### src/rtl/spq_pkg.sv
// package for the sorted priority queue: types, codes and input clamps
`timescale 1ns / 1ps
`default_nettype none

package spq_pkg;

    localparam int CAPACITY_DEF = 16;

    localparam int TIME_W = 5;
    localparam int PRI_W  = 3;

    localparam logic [TIME_W-1:0] TIME_MAX = 5'd30;
    localparam logic [TIME_W-1:0] TIME_MIN = 5'd1;
    localparam logic [PRI_W-1:0]  PRI_MAX  = 3'd4;
    localparam logic [PRI_W-1:0]  PRI_MIN  = 3'd1;

    localparam logic CMD_INSERT = 1'b0;
    localparam logic CMD_REMOVE = 1'b1;

    localparam logic [1:0] ST_INSERTED = 2'd0;
    localparam logic [1:0] ST_REMOVED  = 2'd1;
    localparam logic [1:0] ST_EMPTY    = 2'd2;
    localparam logic [1:0] ST_FULL     = 2'd3;

    typedef struct packed {
        logic [TIME_W-1:0] arrival;
        logic [TIME_W-1:0] service;
        logic [PRI_W-1:0]  prio;
    } entry_t;

    typedef struct packed {
        logic   ins_en;
        logic   rem_en;
        entry_t new_entry;
    } cell_ctl_t;

    function automatic logic [TIME_W-1:0] clamp_time(input logic [5:0] v);
        logic [TIME_W-1:0] r;
        if (v < 6'(TIME_MIN) || v > 6'(TIME_MAX)) begin
            r = TIME_MAX;
        end else begin
            r = v[TIME_W-1:0];
        end
        return r;
    endfunction

    function automatic logic [PRI_W-1:0] clamp_pri(input logic [2:0] v);
        logic [PRI_W-1:0] r;
        if (v < PRI_MIN || v > PRI_MAX) begin
            r = PRI_MAX;
        end else begin
            r = v;
        end
        return r;
    endfunction

endpackage

`default_nettype wire

### src/rtl/sorted_priority_queue.sv
// top level of the sorted priority queue: cell row, count and result register
//
// Bounded priority queue of records (arrival, service, priority).
// Input channel s_*: s_cmd selects insert or remove of the head record;
// arrival, service and priority are clamped on insert. Lower priority
// leaves first; equal priority leaves by arrival, then in insert order.
// Result channel m_*: one item per input item, with m_status inserted,
// removed, empty or full, and the head record's fields on a remove
// (zero otherwise).
// The result is registered and valid in the cycle after the input is accepted.
// Throughput: one item per cycle while results are taken; every cell of
// the row compares against the new record and shifts in the same cycle,
// so no item waits on another. The input is taken while the result register
// is empty or is being read in the same cycle; when the receiver stalls, one
// result waits and s_ready drops until it is taken.
// Reset (aresetn low, synchronous) empties the queue and drops m_valid;
// the cell contents are not cleared, the fill count marks what is valid.
`timescale 1ns / 1ps
`default_nettype none

module sorted_priority_queue #(
    parameter int CAPACITY = spq_pkg::CAPACITY_DEF
) (
    input  wire logic        aclk,
    input  wire logic        aresetn,
    input  wire logic        s_valid,
    output logic             s_ready,
    input  wire logic        s_cmd,
    input  wire logic [5:0]  s_arrival_in,
    input  wire logic [5:0]  s_service_in,
    input  wire logic [2:0]  s_priority_in,
    output logic             m_valid,
    input  wire logic        m_ready,
    output logic [1:0]       m_status,
    output logic [4:0]       m_arrival_out,
    output logic [4:0]       m_service_out,
    output logic [2:0]       m_priority_out
);

    localparam int CNT_W = $clog2(CAPACITY + 1);

    logic [CNT_W-1:0]   count_reg;
    logic [CNT_W-1:0]   count_next;
    logic               m_valid_reg;
    logic               m_valid_next;
    logic [1:0]         status_reg;
    logic [1:0]         status_next;
    spq_pkg::entry_t    out_reg;
    spq_pkg::entry_t    out_next;

    spq_pkg::cell_ctl_t ctl;
    spq_pkg::entry_t    cell_entry [CAPACITY];
    logic               cell_ahead [CAPACITY];

    logic accept;
    logic full;
    logic empty;

    assign s_ready = !m_valid_reg || m_ready;
    assign accept  = s_valid && s_ready;
    assign full    = (count_reg == CNT_W'(CAPACITY));
    assign empty   = (count_reg == '0);

    always_comb begin
        ctl.ins_en            = accept && (s_cmd == spq_pkg::CMD_INSERT) && !full;
        ctl.rem_en            = accept && (s_cmd == spq_pkg::CMD_REMOVE) && !empty;
        ctl.new_entry.arrival = spq_pkg::clamp_time(s_arrival_in);
        ctl.new_entry.service = spq_pkg::clamp_time(s_service_in);
        ctl.new_entry.prio    = spq_pkg::clamp_pri(s_priority_in);
    end

    for (genvar i = 0; i < CAPACITY; i++) begin : g_cell
        spq_pkg::entry_t left_e;
        spq_pkg::entry_t right_e;
        logic            left_a;
        logic            occ;

        assign occ = (count_reg > CNT_W'(i));

        if (i == 0) begin : g_first
            assign left_e = ctl.new_entry;
            assign left_a = 1'b1;
        end else begin : g_mid
            assign left_e = cell_entry[i-1];
            assign left_a = cell_ahead[i-1];
        end

        if (i == CAPACITY - 1) begin : g_last
            assign right_e = cell_entry[i];
        end else begin : g_inner
            assign right_e = cell_entry[i+1];
        end

        spq_cell u_cell (
            .aclk        (aclk),
            .ctl         (ctl),
            .occ         (occ),
            .left_entry  (left_e),
            .left_ahead  (left_a),
            .right_entry (right_e),
            .entry       (cell_entry[i]),
            .ahead       (cell_ahead[i])
        );
    end

    always_comb begin
        count_next   = count_reg;
        m_valid_next = m_valid_reg;
        status_next  = status_reg;
        out_next     = out_reg;
        if (m_valid_reg && m_ready) begin
            m_valid_next = 1'b0;
        end
        if (accept) begin
            m_valid_next = 1'b1;
            out_next     = '0;
            if (s_cmd == spq_pkg::CMD_INSERT) begin
                if (full) begin
                    status_next = spq_pkg::ST_FULL;
                end else begin
                    status_next = spq_pkg::ST_INSERTED;
                    count_next  = count_reg + CNT_W'(1);
                end
            end else begin
                if (empty) begin
                    status_next = spq_pkg::ST_EMPTY;
                end else begin
                    status_next = spq_pkg::ST_REMOVED;
                    out_next    = cell_entry[0];
                    count_next  = count_reg - CNT_W'(1);
                end
            end
        end
    end

    always_ff @(posedge aclk) begin
        if (!aresetn) begin
            count_reg   <= '0;
            m_valid_reg <= 1'b0;
        end else begin
            count_reg   <= count_next;
            m_valid_reg <= m_valid_next;
        end
    end

    always_ff @(posedge aclk) begin
        status_reg <= status_next;
        out_reg    <= out_next;
    end

    assign m_valid        = m_valid_reg;
    assign m_status       = status_reg;
    assign m_arrival_out  = out_reg.arrival;
    assign m_service_out  = out_reg.service;
    assign m_priority_out = out_reg.prio;

endmodule

`default_nettype wire

### src/rtl/spq_cell.sv
// one cell of the sorted shift row: holds an entry, shifts on insert and remove
`timescale 1ns / 1ps
`default_nettype none

module spq_cell (
    input  wire logic               aclk,
    input  wire spq_pkg::cell_ctl_t ctl,
    input  wire logic               occ,
    input  wire spq_pkg::entry_t    left_entry,
    input  wire logic               left_ahead,
    input  wire spq_pkg::entry_t    right_entry,
    output spq_pkg::entry_t         entry,
    output logic                    ahead
);

    spq_pkg::entry_t entry_reg;
    spq_pkg::entry_t entry_next;

    // stored entry leaves before the new one
    always_comb begin
        ahead = occ && ((entry_reg.prio < ctl.new_entry.prio) ||
                        ((entry_reg.prio == ctl.new_entry.prio) &&
                         (entry_reg.arrival <= ctl.new_entry.arrival)));
    end

    always_comb begin
        entry_next = entry_reg;
        if (ctl.ins_en) begin
            if (!ahead) begin
                entry_next = left_ahead ? ctl.new_entry : left_entry;
            end
        end else if (ctl.rem_en) begin
            entry_next = right_entry;
        end
    end

    always_ff @(posedge aclk) begin
        entry_reg <= entry_next;
    end

    assign entry = entry_reg;

endmodule

`default_nettype wire

### config.mk
export PLATFORM = sky130hd
export DESIGN_NAME = sorted_priority_queue
export DESIGN_NICKNAME = d
export VERILOG_FILES = /design/src/rtl/spq_pkg.sv /design/src/rtl/sorted_priority_queue.sv /design/src/rtl/spq_cell.sv
export SDC_FILE = /design/constraint.sdc
export NUM_CORES = 1
export LEC_CHECK = 0
export CORE_MARGIN = 8
export CORE_UTILIZATION = 27
export CTS_CLUSTER_DIAMETER = 200
export CTS_CLUSTER_SIZE = 30
export DETAILED_ROUTE_END_ITERATION = 10
export DONT_BUFFER_PORTS = 1
export PLACE_DENSITY_LB_ADDON = 0.25
export SYNTH_ARGS = -nofsm -noshare
export SYNTH_HDL_FRONTEND = slang
export SYNTH_SLANG_ARGS = --single-unit
### constraint.sdc
create_clock -name aclk -period 5.2 [get_ports aclk]
set_input_delay 1.04 -clock aclk [delete_from_list [all_inputs] [get_ports aclk]]
set_output_delay 1.04 -clock aclk [all_outputs]
set_load 0.01 [all_outputs]
==> results.md <==
* Outcome: complete, no violations
* Area of the core at 54800 um2
* Flops & latches, synth at between 200 and 250
* Mapped cell area at roughly 15000 um2
* Vias in the first global route at 11796
* Number of buffers created by CTS at 11
* First-pass GRT wire length at 71300 um
* Register area share after synthesis at 0.459
* Clock buffer depth at 3
* RSZ-0062 raised after global routing: false
* # DRC at 0
* Async set-reset flop share out of synthesis at 0
* Worst hold margin at approximately 0.56 ns
* FF-to-FF End: g_cell[13].u_cell.entry[6]
* Critical path launch point type: input pin
* Worst hold stages at 2
* Clock Latency Late Sink at ~0.5 ns
* Hold EP: g_cell[14].u_cell.entry[4]
* All-layer global routing usage at 0.142
* Commonest non-fill, non-tap cell in the layout: nand2_1
* Worst Path Max Fanout at 20
* Cts hold-fix bufs at 0
* Setup WS post-layout at between 1 and 1.5 ns
* Final Max Slew Viols at 0
* Pleak at a little under 0.006 uW
* Total negative slack at 0 ns
* Hold Path Origin: g_cell[15].u_cell.entry[4]
* Initial antenna violation count at 0
* Total Die Area at 62800 um2
* WP buf/inv at 4
* Distinct cells, synth at 84
* Hold Path Class: reg -> reg
* Synthesized instance count at 1473
* Final setup vio count at 0
* Via count at around 12000
* Die width at 251 um
* DRT iter0 DRCs at 847
* Post-cts gate resize count at 0
* Syn Nets at 1594
* Antenna-violating nets left at 0
* Clk pin slew, worst setup/hold paths at 0.12 ns
* Max incr delay on CP at 0.55 ns
* I/O Pins at 37
* # diodes at 0
* Mean Syn Cell Area at 10.1 um2
* Tmin final at 4.15 ns
* Final layout net count at 1540
* Fin crit share at 0.798
* Layout area overhead at 7.67%
* Largest net degree at the start of global routing at 223
* Pwr per Cell Area at just over 300 nW/um2
* CP Capture Type: register
* Worst Path Required at 5.44 ns
* WL/cell at 21.7 um
* Share of cells above drive strength 1 at 0.0775
* Initial Utilization at 0.271
* GRT overflow at 0
* Clock sink total at 229
* Worst slew pin tran at 1.20 ns
* Most frequent cells in the layout: nand2_1 (226), edfxtp_1 (223), nand3_1 (150)
* WS Path Type: in -> reg
* Max-cap violation count at 0
* Post-Place Worst Slack at 0.592 ns
* Worst R2R Setup Slack at about 1.5 ns
* Yosys warnings at 0
* Ys flop type: edfxtp_1
* CTS root buffer: clkbuf_16
* Reg-to-reg startpoint: count_reg[0]
* Slowest library cell on the worst path: a222oi_1
* VDD IR max at 0.169 mV
* Setup Fix Bufs, Post-CTS at 0
* HPWL after detailed placement at 32800 um
* Row Count at 86
* I/O Buffers at 0
* Clock Skews at about 0.023 ns
* Layout fillers at 5675
* Post-route core utilization at 0.292
* Routability cong. at about 0.84
* Worst rel slew slack at 0.194
* F_max at 241 MHz
* Post-synth EDFFs at between 200 and 250
* Die Span Y at 251 um
* Max reg flops at 208
* Worst EP arrival at 4.39 ns
* Crit path max-delay family: compound AO/OA/AOI/OAI gates
* DRT Wirelength at 46100 um
* H-tree Lvls at 1
* Final hold violation count at 0
* Vias per cell at 5.47
* CTS tree: built
* Crit path top cell by count: buf_4
* Worst-path cell chain: or3_1 > o21ai_0 > inv_1 > buf_4 > ha_1 > nand2_1 > o41a_1 > a222oi_1 > buf_4 > o21ai_1 > buf_4
* Drt pass-1 iters at 5
* FF-to-FF path depth at 6
==> per-layer routing <==
metal | track usage | vias to the layer above | part of all wire
met1 | 0.191 | 5769 | 0.45
li1 | - | 5464 | -
met5 | 0 | - | 0
met2 | 0.240 | 322 | 0.47
met3 | 0.0166 | 57 | 0.048
met4 | 0.0396 | 0 | 0.024
==> worst reg2reg max path, cell delays in order, from the launching register on <==
cell and delay (ns):
dfxtp_1 0.50, inv_1 0.14, ha_1 0.32, a21boi_0 0.19
buf_4 0.23, nand3_1 0.89, nand2_1 1.02
==> through the flow <==
stage | cell area (um2) | instances | power, uW
floorplan | 14900 | 1473 | 3450
global placement | 15700 | 2109 | 3890
detailed placement | 15700 | 2109 | 3910
CTS | 16000 | 2123 | 4930
global route | 16000 | 2124 | 5150
finish | 16000 | 2124 | 4890
==> synthesized netlist by cell type (10+ instances only) <==
library cell    n  share of area
nand2_1       226          0.057
edfxtp_1      223           0.45
nand3_1       150          0.051
ha_1          101          0.085
o21ai_0        86          0.029
clkbuf_1       81          0.020
inv_1          63          0.016
o311ai_0       55          0.032
o211ai_1       51          0.026
mux2i_1        44          0.030
a21oi_1        35          0.012
nor2_1         28         0.0071
xnor2_1        27          0.016
o221ai_1       21          0.012
and2_1         17         0.0072
buf_2          16         0.0054
a31oi_1        15         0.0063
nor3_1         15         0.0051
nand2b_1       13         0.0055
a21o_1         12         0.0061
nor2b_1        12         0.0051
buf_1          11         0.0028
o21ai_1        11         0.0037
o31ai_1        10         0.0051
==> final cells by class <==
type / count / area (um2) / area share
tap: 704 / 881 / 0.0550
timing repair buffer: 51 / 408 / 0.0255
inverter: 63 / 236 / 0.0148
clock buffer: 13 / 283 / 0.0177
clock inverter: 1 / 16.3 / 0.00102
multi-input combinational: 1063 / 7360 / 0.460
sequential: 229 / 6820 / 0.426
==> worst max path at each step <==
| stage | from | endpoint | slack (ns) | depth (start not counted) |
|---|---|---|---|---|
| finish | s_arrival_in[0] | g_cell[4].u_cell.entry[5] | 1.05 | 11 |
| global route | s_arrival_in[0] | g_cell[12].u_cell.entry[4] | 0.90 | 11 |
| CTS | s_arrival_in[0] | g_cell[12].u_cell.entry[4] | 1.12 | 11 |
| detailed placement | s_arrival_in[0] | g_cell[12].u_cell.entry[3] | 0.59 | 11 |
| global placement | s_arrival_in[0] | g_cell[14].u_cell.entry[4] | 0.59 | 10 |
| floorplan | s_arrival_in[0] | g_cell[14].u_cell.entry[0] | 0.15 | 12 |
==> power breakdown <==
part           switching [uW]  internal (uW)  total (uW)  leakage [uW]
Sequential                210           2370        2580       0.00217
Combinational             822            468        1290       0.00350
Clock                     618            399        1020      0.000145
Total                    1650           3240        4890       0.00582
==> cell families after synthesis <==
family / after synthesis / share of synthesized area
and+or+nand+nor: 501 / 0.159
AOI/OAI and AO/OA: 366 / 0.181
DFF: 229 / 0.459
buffers and inverters: 181 / 0.0514
adders and majority gates: 111 / 0.0918
muxes: 57 / 0.0418
xor gates and xnor gates: 28 / 0.0165
Note: power is estimated with default switching activity, not from simulation.
